===== src/design/assert_macros.svh =====
// assertion macros used by the top-level design file
`ifndef ASSERT_MACROS_SVH
`define ASSERT_MACROS_SVH

// same-cycle implication, checked outside reset
`define AST_IMPLY(lbl, clk, rst_n, ante, cons) \
    lbl: assert property (@(posedge clk) disable iff (!(rst_n)) (ante) |-> (cons)) \
        else $error("implication check failed");

// next-cycle implication, checked outside reset
`define AST_NEXT(lbl, clk, rst_n, ante, cons) \
    lbl: assert property (@(posedge clk) disable iff (!(rst_n)) (ante) |=> (cons)) \
        else $error("next-cycle check failed");

`endif


===== src/design/amf0ol_pkg.sv =====
// package: types and constants of the amf0 object string lookup
`timescale 1ns / 1ps

package amf0ol_pkg;

    localparam int MAX_KEY_BYTES = 16;
    localparam int KEY_IDX_W     = $clog2(MAX_KEY_BYTES) + 1;

    // amf0 markers
    localparam logic [7:0] MRK_NUMBER = 8'h00;
    localparam logic [7:0] MRK_BOOL   = 8'h01;
    localparam logic [7:0] MRK_STRING = 8'h02;
    localparam logic [7:0] MRK_OBJECT = 8'h03;
    localparam logic [7:0] MRK_NULL   = 8'h05;

    localparam logic [15:0] NUMBER_BYTES = 16'd8;
    localparam logic [15:0] BOOL_BYTES   = 16'd1;

    // outcome codes
    localparam logic [1:0] OUT_FOUND = 2'd0;
    localparam logic [1:0] OUT_NONE  = 2'd1;
    localparam logic [1:0] OUT_TRUNC = 2'd2;

    // configuration register indexes
    localparam logic [1:0] CFG_KEY_LENGTH = 2'd0;
    localparam logic [1:0] CFG_KEY_WORD_0 = 2'd1;
    localparam logic [1:0] CFG_KEY_WORD_1 = 2'd2;

    typedef enum logic [9:0] {
        PH_SEEK    = 10'b00_0000_0001,
        PH_KLEN_HI = 10'b00_0000_0010,
        PH_KLEN_LO = 10'b00_0000_0100,
        PH_KEY     = 10'b00_0000_1000,
        PH_MARKER  = 10'b00_0001_0000,
        PH_SLEN_HI = 10'b00_0010_0000,
        PH_SLEN_LO = 10'b00_0100_0000,
        PH_SVAL    = 10'b00_1000_0000,
        PH_SKIP    = 10'b01_0000_0000,
        PH_CLOSED  = 10'b10_0000_0000
    } t_phase;

    typedef struct packed {
        logic [4:0]  key_length;
        logic [63:0] key_word_0;
        logic [63:0] key_word_1;
    } t_key_cfg;

    typedef struct packed {
        logic [7:0] value_byte;
        logic       value_valid;
        logic       done_res;
        logic [1:0] outcome;
    } t_result;

endpackage


===== src/design/amf0_object_string_lookup.sv =====
// top level: amf0 object property lookup, emits the matching string value
// an accepted byte's result item is held in the output register from the next cycle on
// throughput: one byte per cycle; a byte is taken whenever the output register is
//   empty or being drained in the same cycle
// reset: synchronous active-low i_rst_n clears the walker to seek-object and the
//   key registers to zero; no clearing pass, ready right after reset
`timescale 1ns / 1ps
`include "assert_macros.svh"

module amf0_object_string_lookup
    import amf0ol_pkg::*;
(
    input  logic        i_clk,
    input  logic        i_rst_n,
    // configuration write port
    input  logic        i_cfg_we,
    input  logic [1:0]  i_cfg_idx,
    input  logic [63:0] i_cfg_data,
    // payload byte channel
    input  logic        i_in_valid,
    output logic        o_in_ready,
    input  logic [7:0]  i_data_byte,
    input  logic        i_last_byte,
    // result channel
    output logic        o_out_valid,
    input  logic        i_out_ready,
    output logic [7:0]  o_value_byte,
    output logic        o_value_valid,
    output logic        o_done_res,
    output logic [1:0]  o_outcome
);

    t_key_cfg key_cfg;
    t_result  step_res;
    t_result  out_res;
    logic     in_accept;
    logic     can_load;

    // wanted key and its length
    amf0ol_key_regs u_key_regs (
        .i_clk      (i_clk),
        .i_rst_n    (i_rst_n),
        .i_cfg_we   (i_cfg_we),
        .i_cfg_idx  (i_cfg_idx),
        .i_cfg_data (i_cfg_data),
        .o_key      (key_cfg)
    );

    // an item moves in only when the result register can take its result
    assign o_in_ready = can_load;
    assign in_accept  = i_in_valid && can_load;

    // walker: one step per accepted byte, state updates on accept
    amf0ol_parser u_parser (
        .i_clk       (i_clk),
        .i_rst_n     (i_rst_n),
        .i_accept    (in_accept),
        .i_data_byte (i_data_byte),
        .i_last_byte (i_last_byte),
        .i_key       (key_cfg),
        .o_result    (step_res)
    );

    // result register, refilled in the same cycle it drains
    amf0ol_out_reg u_out_reg (
        .i_clk       (i_clk),
        .i_rst_n     (i_rst_n),
        .i_load      (in_accept),
        .i_result    (step_res),
        .i_out_ready (i_out_ready),
        .o_out_valid (o_out_valid),
        .o_can_load  (can_load),
        .o_result    (out_res)
    );

    assign o_value_byte  = out_res.value_byte;
    assign o_value_valid = out_res.value_valid;
    assign o_done_res    = out_res.done_res;
    assign o_outcome     = out_res.outcome;

    // an emitted value byte never closes with "not found"
    `AST_IMPLY(a_vbyte_not_none, i_clk, i_rst_n, o_out_valid && o_value_valid, o_outcome != OUT_NONE)
    // outcome stays zero unless the item closes the search
    `AST_IMPLY(a_outcome_idle, i_clk, i_rst_n, o_out_valid && !o_done_res, o_outcome == OUT_FOUND)
    // value byte is zero unless it belongs to the match
    `AST_IMPLY(a_vbyte_zero, i_clk, i_rst_n, o_out_valid && !o_value_valid, o_value_byte == 8'd0)
    // an empty result register always takes a byte
    `AST_IMPLY(a_ready_when_empty, i_clk, i_rst_n, !o_out_valid, o_in_ready)
    // an accepted byte always yields a result item
    `AST_NEXT(a_result_follows, i_clk, i_rst_n, i_in_valid && o_in_ready, o_out_valid)

endmodule


===== src/design/amf0ol_key_regs.sv =====
// configuration registers holding the wanted key
`timescale 1ns / 1ps

module amf0ol_key_regs
    import amf0ol_pkg::*;
(
    input  logic        i_clk,
    input  logic        i_rst_n,
    input  logic        i_cfg_we,
    input  logic [1:0]  i_cfg_idx,
    input  logic [63:0] i_cfg_data,
    output t_key_cfg    o_key
);

    t_key_cfg r_key;

    always_ff @(posedge i_clk) begin
        if (!i_rst_n) begin
            r_key <= '0;
        end else if (i_cfg_we) begin
            case (i_cfg_idx)
                CFG_KEY_LENGTH: begin
                    r_key.key_length <= i_cfg_data[4:0];
                end
                CFG_KEY_WORD_0: begin
                    r_key.key_word_0 <= i_cfg_data;
                end
                CFG_KEY_WORD_1: begin
                    r_key.key_word_1 <= i_cfg_data;
                end
                default: begin
                    r_key <= r_key;
                end
            endcase
        end
    end

    assign o_key = r_key;

endmodule


===== src/design/amf0ol_parser.sv =====
// byte-wise amf0 walker: state registers and the per-byte step logic
`timescale 1ns / 1ps

module amf0ol_parser
    import amf0ol_pkg::*;
(
    input  logic       i_clk,
    input  logic       i_rst_n,
    input  logic       i_accept,
    input  logic [7:0] i_data_byte,
    input  logic       i_last_byte,
    input  t_key_cfg   i_key,
    output t_result    o_result
);

    t_phase                 r_phase,   n_phase;
    logic [15:0]            r_count,   n_count;
    logic [7:0]             r_len_hi,  n_len_hi;
    logic                   r_key_eq,  n_key_eq;
    logic [KEY_IDX_W-1:0]   r_key_idx, n_key_idx;

    logic [0:MAX_KEY_BYTES-1][7:0] key_bytes;
    logic [15:0]            len_word;
    logic [15:0]            count_dec;
    logic [7:0]             wanted;
    t_result                res;

    assign key_bytes = {i_key.key_word_0, i_key.key_word_1};
    assign len_word  = {r_len_hi, i_data_byte};
    assign count_dec = r_count - 16'd1;
    assign wanted    = key_bytes[r_key_idx[KEY_IDX_W-2:0]];

    always_comb begin
        n_phase   = r_phase;
        n_count   = r_count;
        n_len_hi  = r_len_hi;
        n_key_eq  = r_key_eq;
        n_key_idx = r_key_idx;
        res       = '0;

        case (r_phase)
            PH_SEEK: begin
                if (i_data_byte == MRK_OBJECT) n_phase = PH_KLEN_HI;
            end
            PH_KLEN_HI: begin
                n_len_hi = i_data_byte;
                n_phase  = PH_KLEN_LO;
            end
            PH_KLEN_LO: begin
                if (len_word == 16'd0) begin
                    n_phase      = PH_CLOSED;
                    res.done_res = 1'b1;
                    res.outcome  = OUT_NONE;
                end else begin
                    n_count   = len_word;
                    n_key_idx = '0;
                    n_key_eq  = (i_key.key_length <= 5'(MAX_KEY_BYTES)) &&
                                (len_word == {11'd0, i_key.key_length});
                    n_phase   = PH_KEY;
                end
            end
            PH_KEY: begin
                // top index bit set means past the longest key we hold
                if (r_key_eq && (r_key_idx[KEY_IDX_W-1] || wanted != i_data_byte))
                    n_key_eq = 1'b0;
                if (!r_key_idx[KEY_IDX_W-1]) n_key_idx = r_key_idx + KEY_IDX_W'(1);
                n_count = count_dec;
                if (count_dec == 16'd0) n_phase = PH_MARKER;
            end
            PH_MARKER: begin
                case (i_data_byte)
                    MRK_STRING: begin
                        n_phase = PH_SLEN_HI;
                    end
                    MRK_NUMBER: begin
                        n_count = NUMBER_BYTES;
                        n_phase = PH_SKIP;
                    end
                    MRK_BOOL: begin
                        n_count = BOOL_BYTES;
                        n_phase = PH_SKIP;
                    end
                    MRK_NULL: begin
                        n_phase = PH_KLEN_HI;
                    end
                    default: begin
                        n_phase      = PH_CLOSED;
                        res.done_res = 1'b1;
                        res.outcome  = OUT_NONE;
                    end
                endcase
            end
            PH_SLEN_HI: begin
                n_len_hi = i_data_byte;
                n_phase  = PH_SLEN_LO;
            end
            PH_SLEN_LO: begin
                if (len_word == 16'd0) begin
                    if (r_key_eq) begin
                        n_phase      = PH_CLOSED;
                        res.done_res = 1'b1;
                        res.outcome  = OUT_FOUND;
                    end else begin
                        n_phase = PH_KLEN_HI;
                    end
                end else begin
                    n_count = len_word;
                    n_phase = PH_SVAL;
                end
            end
            PH_SVAL: begin
                if (r_key_eq) begin
                    res.value_byte  = i_data_byte;
                    res.value_valid = 1'b1;
                end
                n_count = count_dec;
                if (count_dec == 16'd0) begin
                    if (r_key_eq) begin
                        n_phase      = PH_CLOSED;
                        res.done_res = 1'b1;
                        res.outcome  = OUT_FOUND;
                    end else begin
                        n_phase = PH_KLEN_HI;
                    end
                end
            end
            PH_SKIP: begin
                n_count = count_dec;
                if (count_dec == 16'd0) n_phase = PH_KLEN_HI;
            end
            PH_CLOSED: begin
                n_phase = PH_CLOSED;
            end
            default: begin
                n_phase = PH_CLOSED;
            end
        endcase

        // end of payload: close if still open, then start afresh
        if (i_last_byte) begin
            if (n_phase != PH_CLOSED) begin
                res.done_res = 1'b1;
                res.outcome  = (n_phase == PH_SVAL && n_key_eq) ? OUT_TRUNC : OUT_NONE;
            end
            n_phase   = PH_SEEK;
            n_count   = '0;
            n_len_hi  = '0;
            n_key_eq  = 1'b1;
            n_key_idx = '0;
        end
    end

    always_ff @(posedge i_clk) begin
        if (!i_rst_n) begin
            r_phase   <= PH_SEEK;
            r_count   <= '0;
            r_len_hi  <= '0;
            r_key_eq  <= 1'b1;
            r_key_idx <= '0;
        end else if (i_accept) begin
            r_phase   <= n_phase;
            r_count   <= n_count;
            r_len_hi  <= n_len_hi;
            r_key_eq  <= n_key_eq;
            r_key_idx <= n_key_idx;
        end
    end

    assign o_result = res;

endmodule


===== src/design/amf0ol_out_reg.sv =====
// result register between the walker and the output channel
`timescale 1ns / 1ps

module amf0ol_out_reg
    import amf0ol_pkg::*;
(
    input  logic    i_clk,
    input  logic    i_rst_n,
    input  logic    i_load,
    input  t_result i_result,
    input  logic    i_out_ready,
    output logic    o_out_valid,
    output logic    o_can_load,
    output t_result o_result
);

    logic    r_valid, n_valid;
    t_result r_data;

    assign o_can_load = !r_valid || i_out_ready;

    always_comb begin
        n_valid = r_valid;
        if (i_load)           n_valid = 1'b1;
        else if (i_out_ready) n_valid = 1'b0;
    end

    always_ff @(posedge i_clk) begin
        if (!i_rst_n) begin
            r_valid <= 1'b0;
        end else begin
            r_valid <= n_valid;
        end
    end

    always_ff @(posedge i_clk) begin
        if (i_load) r_data <= i_result;
    end

    assign o_out_valid = r_valid;
    assign o_result    = r_data;

endmodule


===== config.mk =====
export PLATFORM = sky130hd
export DESIGN_NAME = amf0_object_string_lookup
export DESIGN_NICKNAME = d
export VERILOG_FILES = /design/src/design/amf0ol_pkg.sv /design/src/design/amf0_object_string_lookup.sv /design/src/design/amf0ol_key_regs.sv /design/src/design/amf0ol_parser.sv /design/src/design/amf0ol_out_reg.sv
export VERILOG_INCLUDE_DIRS = /design/src /design/src/design
export SDC_FILE = /design/constraint.sdc
export NUM_CORES = 1
export LEC_CHECK = 0
export ABC_AREA = 0
export BUFFER_PORTS_ARGS = -buffer_cell sky130_fd_sc_hd__buf_2
export CAP_MARGIN = 20
export CORE_ASPECT_RATIO = 0.75
export CORE_MARGIN = 4
export CORE_UTILIZATION = 45
export CTS_CLUSTER_DIAMETER = 120
export DETAILED_ROUTE_END_ITERATION = 8
export SYNTH_ARGS = -nofsm -noshare
export SYNTH_HDL_FRONTEND = slang
export SYNTH_SLANG_ARGS = --single-unit

===== constraint.sdc =====
create_clock -name i_clk -period 5.4 [get_ports i_clk]
set_input_delay 0.27 -clock i_clk [delete_from_list [all_inputs] [get_ports i_clk]]
set_output_delay 0.27 -clock i_clk [all_outputs]
set_load 0.05 [all_outputs]

==> metrics.md <==
| Metric | Value |
|---|---|
| CTS sink count | `186` |
| Post-route insts no fill | `1,365` |
| Crit path arrival time | `3460 ps` |
| Max Slew Vio Count | `0` |
| Flop2flop setup slack | `2100 ps` |
| Root Driver | `clkbuf_16` |
| Via count | `7,800` |
| Die area | `0.0220 sq mm` |
| Lkg Pwr | `3.56 nW` |
| Die X | `170 um` |
| Final Total Pwr | `2.98 mW` |
| Yosys warns | `0` |
| Setup TNS Final | `0 ps` |
| Post-DRT Antenna Nets | `0` |
| Syn Nets | `1,131` |
| Maximum root-to-sink buffer count | `2` |
| Setup crit start | `u_parser.r_key_idx[0]` |
| RSZ-0062 raised after global routing | `false` |
| Placed cell areas | `0.00942 sq mm` |
| Top-count cell post-synth | `nand2_1` |
| Clock Latency Late Sink | `430 ps` |
| First-pass GRT wire length | `40,200 um` |
| Routed WL | `25,600 um` |
| Crit share post-route | `61.1%` |
| Area share of the leading cell type in the synthesized netlist | `39.4%` |
| HP Start | `i_cfg_data[8]` |
| Inst Count DP | `1,331` |
| IO buf count | `93` |
| Initial cell density of the core | `45.7%` |
| Max_slew headroom | `34.9%` |
| Reg2reg end | `u_out_reg.o_result[0]` |
| Design Area, Final | `0.0100 sq mm` |
| DR iter-0 viols | `818` |
| Post-layout min period | `3300 ps` |
| Top Family by Delay on Critical Path | `multiplexers` |
| Vias in the first global route | `6,972` |
| Area contributors post-synth | `dfxtp_1 (39%), nand2_1 (12%), mux4_2 (8.7%)` |
| Post-synth top flop | `dfxtp_1` |
| Max Fclk | `0.303 GHz` |
| TritonCTS clock tree | `done` |
| Post-DR vias/cell | `5.71` |
| Largest net degree at the start of global routing | `92` |
| Startpoint Class | `flip-flop` |
| Core area | `0.0193 sq mm` |
| Initial antenna violation count | `1` |
| Data required, critical path | `5560 ps` |
| HP Class | `input port to flip-flop` |
| Worst Path Buf+Inv | `0` |
| Max_cap viols | `0` |
| CP max FO | `30` |
| DRC violations left | `0` |
| Post-cts resize count | `0` |
| # setup viols final | `0` |
| Crit path largest cell delay | `940 ps` |
| Congestion Overflow GR | `0` |
| Sequential area share after synthesis | `43.5%` |
| Critical Path End Type | `flip-flop` |
| Crit Path Category | `flip-flop to flip-flop` |
| Global Route Usage Sum | `23.3%` |
| Final Skew | `7.08 ps` |
| CP most frequent cell | `mux4_2` |
| Top cells by count, synth | `nand2_1 (292), dfxtp_1 (174), a21oi_1 (150), nor2_1 (53), clkbuf_1 (51)` |
| Worst Hold End | `u_key_regs.o_key[8]` |
| Pwr/cell area | `297 mW/mm^2` |
| Slew @ Worst Pin | `976 ps` |
| Worst hold path depth | `3` |
| Synthesized area | `0.00884 sq mm` |
| R2r worst-path depth | `6` |
| # rows | `44` |
| Post-CTS setup buffers | `0` |
| Leading area contributor after synthesis | `dfxtp_1` |
| Cts hold-fix bufs | `0` |
| Clock-pin slew on the worst setup and hold paths | `80 ps` |
| Post-synth ARST share | `0%` |
| Final Worst Setup Slack | `2100 ps` |
| Num CTS Buffers | `17` |
| Chip height | `129 um` |
| Synth Register Bits | `186` |
| Critical-path cell list | `mux4_2, mux4_2, xnor2_1, nand4_1, o31ai_1, a31oi_1` |
| Final hold vios | `0` |
| Share of layout cells above drive strength 1 | `17.0%` |
| Max IR drop VDD | `0.222 mV` |
| Number of synthesized flops with an enable pin | `12` |
| Drt pass-1 iters | `5` |
| Cell variety after synth | `63` |
| P&R area growth vs syn | `13.7%` |
| RePlAce Congestion | `0.911` |
| Dpl hpwl | `17,400 um` |
| Post-synthesis cell count | `1,048` |
| Status | `completed` |
| CP max stage cell | `dfxtp_2` |
| Clock H-tree levels | `4` |
| Reg2reg start | `u_parser.r_key_idx[0]` |
| Place WS | `2100 ps` |
| Syn avg cell area | `8.43 sq um` |
| Wire per inst | `18.7 um` |
| Io pins | `94` |
| Nets | `1,181` |
## registers in the layout (all words and copies together) (netlist names)
register               count
u_key_regs.o_key         133
u_out_reg.o_out_valid      1
u_out_reg.o_result        12
u_parser.r_count          16
u_parser.r_key_eq          1
u_parser.r_key_idx         5
u_parser.r_len_hi          8
u_parser.r_phase          10
## worst max path at each step
stage                            end  slack, ps  cells past startpoint
5_1_grt        u_out_reg.o_result[0]       1820                      6
3_5_place_dp   u_out_reg.o_result[0]       2100                      6
6_report       u_out_reg.o_result[0]       2100                      6
2_1_floorplan  u_out_reg.o_result[2]       2620                      9
4_1_cts        u_out_reg.o_result[0]       2060                      6
3_3_place_gp   u_out_reg.o_result[0]       2140                      7
## cells in the final DEF (no fill, tap or decap), types with 8 or more instances in the layout
cell type and count:
nand2b_1 10, a21oi_1 150, buf_2 93, xnor2_1 19, xor2_1 8, inv_1 10
nand2_1 292, nor4_1 10, clkbuf_16 17, nand3_1 8, a22oi_1 24, and3_1 12
nor2_1 53, mux4_2 34, edfxtp_1 12, nor3_1 16, dfxtp_1 173, mux2i_1 18
buf_4 13, o21ai_0 27
## area by class of cell
| cell class | count | area, sq um |
|---|---|---|
| Fill cell | 1857 | 9280 |
| Multi-Input combinational cell | 776 | 4660 |
| Sequential cell | 186 | 3840 |
| Timing Repair Buffer | 106 | 563 |
| Clock buffer | 18 | 439 |
| Tap cell | 253 | 317 |
| Clock inverter | 14 | 179 |
| Inverter | 11 | 43.8 |
| Antenna cell | 1 | 2.50 |
## cells by family after synthesis
group / after synthesis / synth area share, %
mux: 53 / 10.8
fa+ha+maj: 3 / 0.425
xor+xnor: 27 / 2.68
flops: 186 / 43.5
simple gates: 453 / 23.2
compound gates: 240 / 15.5
buf+inv: 86 / 3.91
## worst reg2reg max path: cells and delay by family (launching register included)
family | cells | cell delay [ps]
XOR/XNOR | 1 | 190
multiplexers | 2 | 1160
AO/OA/AOI/OAI | 2 | 580
flip-flops | 1 | 940
AND/OR/NAND/NOR | 1 | 160
## metrics by stage
step / hold slack (ps) / utilization, %
final: 79.4 / 52.0
after global routing: 68.4 / 52.0
after CTS: 67.6 / 51.9
after detailed placement: 445 / 48.7
after global placement: 439 / 48.7
after floorplan: 332 / -
## where the power goes
group | total, mW | internal (mW) | switching (mW)
sequential | 1.45 | 1.42 | 0.0232
clock | 1.31 | 0.718 | 0.592
combinational | 0.228 | 0.0764 | 0.151
## metal layers
metal | vias up | share of wire, % | track usage (%)
met1 | 3750 | 51 | 38.8
met5 | - | 0 | 0
met4 | 0 | 1.0 | 4.83
li1 | 3766 | - | -
met2 | 266 | 39 | 30.4
met3 | 18 | 8.2 | 4.85
Note: power is estimated with default switching activity, not from simulation.
